**src/rtl/mpq_pkg.sv**
```systemverilog
// ----------------------------------------------------------------------------
// mpq_pkg
// Types and codes shared by the sorted priority queue and its cells.
// ----------------------------------------------------------------------------
package mpq_pkg;

	localparam int COST_W = 16;
	localparam int IDENT_W = 16;
	localparam int PAYLOAD_W = 32;
	localparam int KEY_W = COST_W + IDENT_W;
	localparam int ENTRY_W = KEY_W + PAYLOAD_W;

	typedef logic [KEY_W-1:0] key_t;

	typedef struct packed {
		logic [COST_W-1:0] cost;
		logic [IDENT_W-1:0] ident;
		logic [PAYLOAD_W-1:0] payload;
	} entry_t;

	typedef enum logic {
		OP_INSERT = 1'b0,
		OP_POP = 1'b1
	} op_t;

	typedef enum logic [2:0] {
		ST_INSERTED = 3'd0,
		ST_POPPED = 3'd1,
		ST_DUPLICATE = 3'd2,
		ST_FULL = 3'd3,
		ST_EMPTY = 3'd4
	} status_t;

	typedef enum logic {
		FSM_IDLE = 1'b0,
		FSM_APPLY = 1'b1
	} fsm_t;

	// Strobes broadcast to every cell of the row
	typedef struct packed {
		logic cmp;
		logic ins;
		logic pop;
	} cell_ctl_t;

	function automatic key_t key_of(entry_t e);
		return {e.cost, e.ident};
	endfunction

endpackage

```
**src/rtl/mpq_cell.sv**
```systemverilog
// ----------------------------------------------------------------------------
// mpq_cell
// One slot of the sorted row: compares, then keeps, takes or shifts.
// ----------------------------------------------------------------------------
module mpq_cell import mpq_pkg::*; (
	input  logic      clk,
	input  logic      arst_n,
	input  cell_ctl_t ctl,
	input  logic      valid,
	input  key_t      cmp_key,
	input  entry_t    new_entry,
	input  entry_t    left_entry,
	input  logic      left_lt,
	input  entry_t    right_entry,
	output entry_t    entry,
	output logic      lt,
	output logic      eq
);

	entry_t entry_q;
	logic   lt_q;
	logic   eq_q;

	always_ff @(posedge clk or negedge arst_n) begin
		if (!arst_n) begin
			lt_q <= 1'b0;
			eq_q <= 1'b0;
		end else if (ctl.cmp) begin
			lt_q <= valid && (key_of(entry_q) < cmp_key);
			eq_q <= valid && (key_of(entry_q) == cmp_key);
		end
	end

	// On a pop take the entry from the right; on an insert keep when below the
	// new key, take the new entry at the boundary, otherwise shift in from the left.
	always_ff @(posedge clk) begin
		if (ctl.pop) begin
			entry_q <= right_entry;
		end else if (ctl.ins && !lt_q) begin
			entry_q <= left_lt ? new_entry : left_entry;
		end
	end

	assign entry = entry_q;
	assign lt = lt_q;
	assign eq = eq_q;

endmodule

```
**src/rtl/min_priority_queue_f_then_id.sv**
```systemverilog
// ----------------------------------------------------------------------------
// min_priority_queue_f_then_id
// Sorted open-list priority queue for best-first search, built as a row of
// cells ordered by (cost, ident).
// ----------------------------------------------------------------------------
// Each input transfer is either an insert (s_tuser = 0) of a node with cost,
// ident and payload, or a pop (s_tuser = 1) of the entry with the least
// (cost, ident). Every item gives exactly one result transfer whose tuser
// carries a status: inserted, popped, duplicate ignored (same cost and ident
// already stored), full dropped, or empty pop. Cost, ident and payload of the
// result are zero unless an entry was popped; the occupancy after the item
// is always reported. At the accepting edge every cell compares its stored
// key with the incoming key in parallel; then, in the apply state, the cells
// keep, take the new entry or shift by one place to their neighbour, and
// the result is loaded into the output register. s_tready is low in the
// apply state, so the block takes no new item until it is through with the
// last. The output register lets the next item be accepted while a result
// still waits; that item's apply cycle holds until the result is taken.
// The row holds CAPACITY entries; no clearing pass is needed after reset.
// ----------------------------------------------------------------------------
module min_priority_queue_f_then_id import mpq_pkg::*; #(
	parameter int CAPACITY = 16,
	localparam int OCC_W = $clog2(CAPACITY + 1),
	localparam int M_W = ((ENTRY_W + OCC_W + 7) / 8) * 8
) (
	input  logic           clk,
	input  logic           arst_n,
	input  logic           s_tvalid,
	output logic           s_tready,
	input  logic [63:0]    s_tdata,  // node_cost, node_ident, node_payload
	input  logic           s_tuser,  // operation
	output logic           m_tvalid,
	input  logic           m_tready,
	output logic [M_W-1:0] m_tdata,  // out_cost, out_ident, out_payload, occupancy
	output logic [2:0]     m_tuser   // status
);

	fsm_t              state_q;
	fsm_t              state_d;
	logic              accept;
	logic              apply_en;
	op_t               cmd_op_q;
	entry_t            cmd_entry_q;
	entry_t            in_entry;
	logic [OCC_W-1:0]  count_q;
	logic [OCC_W-1:0]  count_d;
	logic              dup;
	logic              full;
	logic              empty;
	cell_ctl_t         ctl;

	entry_t            cell_entry [CAPACITY];
	logic [CAPACITY-1:0] cell_lt;
	logic [CAPACITY-1:0] cell_eq;

	logic              out_valid_q;
	status_t           out_status_q;
	status_t           status_d;
	entry_t            out_entry_q;
	logic [OCC_W-1:0]  out_occ_q;

	// Unpack the input fields, lowest first
	assign in_entry.cost = s_tdata[15:0];
	assign in_entry.ident = s_tdata[31:16];
	assign in_entry.payload = s_tdata[63:32];

	// ------------------------------------------------------------------
	// Sequencer: accept (cells compare) then apply (cells move)
	// ------------------------------------------------------------------
	always_ff @(posedge clk or negedge arst_n) begin
		if (!arst_n) begin
			state_q <= FSM_IDLE;
		end else begin
			state_q <= state_d;
		end
	end

	always_comb begin
		state_d = state_q;
		case (state_q)
			FSM_IDLE: begin
				if (s_tvalid) begin
					state_d = FSM_APPLY;
				end
			end
			FSM_APPLY: begin
				if (!out_valid_q || m_tready) begin
					state_d = FSM_IDLE;
				end
			end
			default: state_d = FSM_IDLE;
		endcase
	end

	always_comb begin
		s_tready = 1'b0;
		apply_en = 1'b0;
		case (state_q)
			FSM_IDLE: s_tready = 1'b1;
			FSM_APPLY: apply_en = !out_valid_q || m_tready;
			default: s_tready = 1'b0;
		endcase
	end

	assign accept = s_tvalid && s_tready;

	// Hold the command for the apply cycle
	always_ff @(posedge clk or negedge arst_n) begin
		if (!arst_n) begin
			cmd_op_q <= OP_INSERT;
		end else if (accept) begin
			cmd_op_q <= op_t'(s_tuser);
		end
	end

	always_ff @(posedge clk) begin
		if (accept) begin
			cmd_entry_q <= in_entry;
		end
	end

	// ------------------------------------------------------------------
	// Decisions taken from the registered compare flags
	// ------------------------------------------------------------------
	assign dup = |cell_eq;
	assign full = (count_q == OCC_W'(CAPACITY));
	assign empty = (count_q == '0);

	assign ctl.cmp = accept;
	assign ctl.ins = apply_en && (cmd_op_q == OP_INSERT) && !dup && !full;
	assign ctl.pop = apply_en && (cmd_op_q == OP_POP) && !empty;

	always_comb begin
		count_d = count_q;
		if (ctl.ins) begin
			count_d = count_q + OCC_W'(1);
		end else if (ctl.pop) begin
			count_d = count_q - OCC_W'(1);
		end
	end

	always_comb begin
		if (cmd_op_q == OP_POP) begin
			status_d = empty ? ST_EMPTY : ST_POPPED;
		end else if (dup) begin
			status_d = ST_DUPLICATE;
		end else if (full) begin
			status_d = ST_FULL;
		end else begin
			status_d = ST_INSERTED;
		end
	end

	always_ff @(posedge clk or negedge arst_n) begin
		if (!arst_n) begin
			count_q <= '0;
		end else if (apply_en) begin
			count_q <= count_d;
		end
	end

	// ------------------------------------------------------------------
	// Row of cells; cell 0 holds the least key. Its left neighbour is the
	// new entry itself with no "below" flag, so it takes it when not kept.
	// ------------------------------------------------------------------
	for (genvar i = 0; i < CAPACITY; i++) begin : g_cell
		entry_t left_entry;
		logic   left_lt;
		entry_t right_entry;

		if (i == 0) begin : g_first
			assign left_entry = cmd_entry_q;
			assign left_lt = 1'b0;
		end else begin : g_mid
			assign left_entry = cell_entry[i-1];
			assign left_lt = cell_lt[i-1];
		end

		if (i == CAPACITY - 1) begin : g_last
			assign right_entry = cell_entry[i];
		end else begin : g_inner
			assign right_entry = cell_entry[i+1];
		end

		mpq_cell u_cell (
			.clk        (clk),
			.arst_n     (arst_n),
			.ctl        (ctl),
			.valid      (OCC_W'(i) < count_q),
			.cmp_key    (key_of(in_entry)),
			.new_entry  (cmd_entry_q),
			.left_entry (left_entry),
			.left_lt    (left_lt),
			.right_entry(right_entry),
			.entry      (cell_entry[i]),
			.lt         (cell_lt[i]),
			.eq         (cell_eq[i])
		);
	end

	// ------------------------------------------------------------------
	// Output register: load on apply, drop valid once transferred
	// ------------------------------------------------------------------
	always_ff @(posedge clk or negedge arst_n) begin
		if (!arst_n) begin
			out_valid_q <= 1'b0;
			out_status_q <= ST_INSERTED;
		end else if (apply_en) begin
			out_valid_q <= 1'b1;
			out_status_q <= status_d;
		end else if (m_tready) begin
			out_valid_q <= 1'b0;
		end
	end

	always_ff @(posedge clk) begin
		if (apply_en) begin
			out_entry_q <= (status_d == ST_POPPED) ? cell_entry[0] : '0;
			out_occ_q <= count_d;
		end
	end

	assign m_tvalid = out_valid_q;
	assign m_tuser = out_status_q;

	always_comb begin
		m_tdata = '0;
		m_tdata[15:0] = out_entry_q.cost;
		m_tdata[31:16] = out_entry_q.ident;
		m_tdata[63:32] = out_entry_q.payload;
		m_tdata[ENTRY_W +: OCC_W] = out_occ_q;
	end

endmodule

```
**config.mk**
```make
export PLATFORM = sky130hd
export DESIGN_NAME = min_priority_queue_f_then_id
export DESIGN_NICKNAME = d
export VERILOG_FILES = /design/src/rtl/mpq_pkg.sv /design/src/rtl/mpq_cell.sv /design/src/rtl/min_priority_queue_f_then_id.sv
export SDC_FILE = /design/constraint.sdc
export NUM_CORES = 2
export LEC_CHECK = 0
export ABC_CLOCK_PERIOD_IN_PS = 15030
export BUFFER_PORTS_ARGS = -buffer_cell sky130_fd_sc_hd__buf_2
export CORE_ASPECT_RATIO = 1.2
export CORE_UTILIZATION = 55
export DETAILED_ROUTE_END_ITERATION = 8
export PLACE_DENSITY_LB_ADDON = 0.05
export SKIP_CTS_REPAIR_TIMING = 1
export SLEW_MARGIN = 0
export SYNTH_ARGS = -nofsm -noshare
export SYNTH_HDL_FRONTEND = slang
export SYNTH_SLANG_ARGS = --single-unit
```
**constraint.sdc**
```tcl
create_clock -name clk -period 15.03 [get_ports clk]
set_input_delay 1.503 -clock clk [delete_from_list [all_inputs] [get_ports clk]]
set_output_delay 1.503 -clock clk [all_outputs]
set_load 0.1 [all_outputs]
```
==> results.sh <==
export IMPL_top_usage_layer="met2"
export IMPL_placed_area_mm2=0.06996
export IMPL_leakage_nw=26.75
export IMPL_syn2layout_area_growth_pct=8.242
export IMPL_antenna_found_initial=3
export IMPL_finalClockSkew_ns=0.02356
export IMPL_critPathLaunchType="primary input"
export IMPL_post_place_ws_ns=8.960
export IMPL_fillers=10350
export IMPL_worstSetupStartpoint="m_tready"
export IMPL_grt_overflow_total=0
export IMPL_vias=48140
export IMPL_dp_hpwl_mm=128.9
export IMPL_crit_type="in -> reg"
export IMPL_met3_usage_pct=3.927
export IMPL_synthArstFlopShare_pct=3.583
export IMPL_slew_viol_final=0
export IMPL_clkTransAtPathRegs_ns=0.06
export IMPL_wire_per_inst_um=25.35
export IMPL_fp_dieW_um=323.7
export IMPL_max_freq_mhz=183.7
export IMPL_endpoint="g_cell[2].u_cell.entry[45]"
export IMPL_cts_max_level=4
export IMPL_worstPathRequired_ns=15.49
export IMPL_fin_crit_ns=5.443
export IMPL_r2r_start="g_cell[10].u_cell.eq"
export IMPL_setup_slack_ns=9.587
export IMPL_totalNegativeSetupSlack_ns=0
export IMPL_fp_dieH_um=388.0
export IMPL_power_density_mw_per_mm2=254.4
export IMPL_max_slew_margin_pct=7.258
export IMPL_fin_nets=6610
export IMPL_cts_buffer_depth=3
export IMPL_routed_wl_mm=196.7
export IMPL_cts_made_buffers=132
export IMPL_worst_slew_pin_slew_ns=1.391
export IMPL_layout_commonest_cell="nand2_1"
export IMPL_vias_per_cell=6.204
export IMPL_globalplace_congestion=0.9430
export IMPL_cts_sinks=1200
export IMPL_holdWs_ns=0.4876
export IMPL_period_share_pct=36.21
export IMPL_ioPinCount=146
export IMPL_drt_first_iter_violations=4700
export IMPL_synth_edff_count=1157
export IMPL_syn_inst=6091
export IMPL_layout_common_cells="1187 x nand2_1, 1157 x edfxtp_1, 899 x mux2i_1"
export IMPL_syn_avg_cell_area_um2=11.21
export IMPL_crit_fanout=272
export IMPL_r2r_cells=6
export IMPL_synth_cell_type_count=61
export IMPL_yosysSeqAreaShare_pct=52.44
export IMPL_firstDrtPassIters=6
export IMPL_end_kind="register"
export IMPL_status="complete, no violations"
export IMPL_core_area_mm2=0.1231
export IMPL_syn_area_mm2=0.06830
export IMPL_yosysWarnings=0
export IMPL_stdcell_area_mm2=0.07393
export IMPL_met1_usage_pct=41.34
export IMPL_r2r_end="g_cell[3].u_cell.entry[45]"
export IMPL_synth_flop_cell="edfxtp_1"
export IMPL_final_cells=7759
export IMPL_layout_drive_gt1_share_pct=8.078
export IMPL_grt_first_pass_wirelength_mm=296.4
export IMPL_insertion_delay_ns=0.77
export IMPL_post_route_util_pct=60.04
export IMPL_hold_class="reg -> reg"
export IMPL_place_inst=7536
export IMPL_start_util_pct=55.47
export IMPL_cts_tree="yes"
export IMPL_port_buffers=142
export IMPL_ys_ff_latch=1200
export IMPL_die_area_mm2=0.1256
export IMPL_drc_errors=0
export IMPL_ant_nets=0
export IMPL_grt_pass1_vias=47300
export IMPL_grt_max_degree=295
export IMPL_ctsRootBufferMaster="clkbuf_16"
export IMPL_irDropWorstVdd_uv=347.0
export IMPL_met2_usage_pct=51.88
export IMPL_timing_hold_violations_final=0
export IMPL_grt_usage_pct=31.40
export IMPL_setup_viol=0
export IMPL_antenna_diode_count=0
export IMPL_power_mw=18.81
export IMPL_rsz0062_at_grt="false"
export IMPL_cp_arrival_ns=5.90
export IMPL_r2r_setup_slack_ns=9.93
export IMPL_rows=141
export IMPL_max_cap_violations=0
-- worst min-delay path by stage --
stage	slack (ns)	to	from	depth (start not counted)
2_1_floorplan	0.44	g_cell[7].u_cell.eq	g_cell[7].u_cell.eq	2
3_3_place_gp	0.46	g_cell[6].u_cell.eq	g_cell[6].u_cell.eq	2
3_5_place_dp	0.47	g_cell[6].u_cell.eq	g_cell[6].u_cell.eq	2
4_1_cts	0.48	g_cell[6].u_cell.eq	g_cell[6].u_cell.eq	2
5_1_grt	0.51	g_cell[12].u_cell.eq	g_cell[12].u_cell.eq	2
6_report	0.49	g_cell[12].u_cell.eq	g_cell[12].u_cell.eq	2
-- layer usage --
layer / routed length, µm / up-vias / share of wire (%)
li1: - / 22430 / -
met1: 80920 / 23740 / 41
met2: 94780 / 1600 / 48
met3: 12110 / 366 / 6.2
met4: 8901 / 0 / 4.5
met5: 0 / - / 0
-- area by class of cell --
| cell class | instances | area (µm²) | area share, % |
|---|---|---|---|
| repair buffers | 220 | 1346 | 1.821 |
| well taps | 1644 | 2057 | 2.782 |
| multi-input cells | 4416 | 30460 | 41.21 |
| clock buffers | 176 | 3602 | 4.872 |
| flip-flops and latches | 1200 | 35880 | 48.53 |
| clock inverters | 47 | 370.4 | 0.5009 |
| inverters | 56 | 215.2 | 0.2911 |
-- worst max-delay path, cell delays in order --
cell and delay (ns):
buf_2 0.07, nand2b_1 0.11, nand2_1 0.26, inv_4 0.49, nand2_1 0.21, nor2_4 0.16, buf_12 0.66, buf_4 0.88
buf_4 0.95, o21ai_0 0.24
-- cell families after synthesis --
family / Yosys count / share of synthesized area (%)
and+or+nand+nor: 1562 / 9.707
DFF: 1200 / 52.44
adders and majority gates: 515 / 9.434
muxes: 962 / 14.21
xor gates and xnor gates: 6 / 0.07694
other: 1 / 0.005490
AOI/OAI and AO/OA: 1368 / 10.86
buffers and inverters: 477 / 3.261
-- where the power goes --
part | switching, mW | total (mW) | internal [mW]
combinational | 4.94 | 7.51 | 2.57
clock | 1.38 | 3.11 | 1.73
sequential | 1.64 | 8.18 | 6.54
-- state kept, by name, summed over array words and instances (netlist names) --
register and flops:
g_cell.u_cell.eq 16, cmd_op_q 1, count_q 5, cmd_entry_q 64
m_tdata 64, g_cell.u_cell.lt 16, state_q 1, g_cell.u_cell.entry 1024
out_occ_q 5, m_tvalid 1, m_tuser 3
-- Yosys cell counts (42+ instances only) --
cell	count	area, µm²
dfrtp_1	43	1076
clkbuf_1	279	1047
o21ai_1	467	2337
o21ai_0	522	2613
a21o_1	81	608.1
nor2_1	51	191.4
mux2i_1	899	8999
and2_1	65	406.6
inv_1	56	210.2
buf_6	47	529.3
nand2_1	1189	4463
edfxtp_1	1157	34740
mux2_2	63	709.4
ha_1	515	6444
nand3_1	42	210.2
nand4_1	111	694.4
buf_2	58	290.3
a21oi_1	182	910.9
No activity file was read; power rests on OpenSTA's default activity.
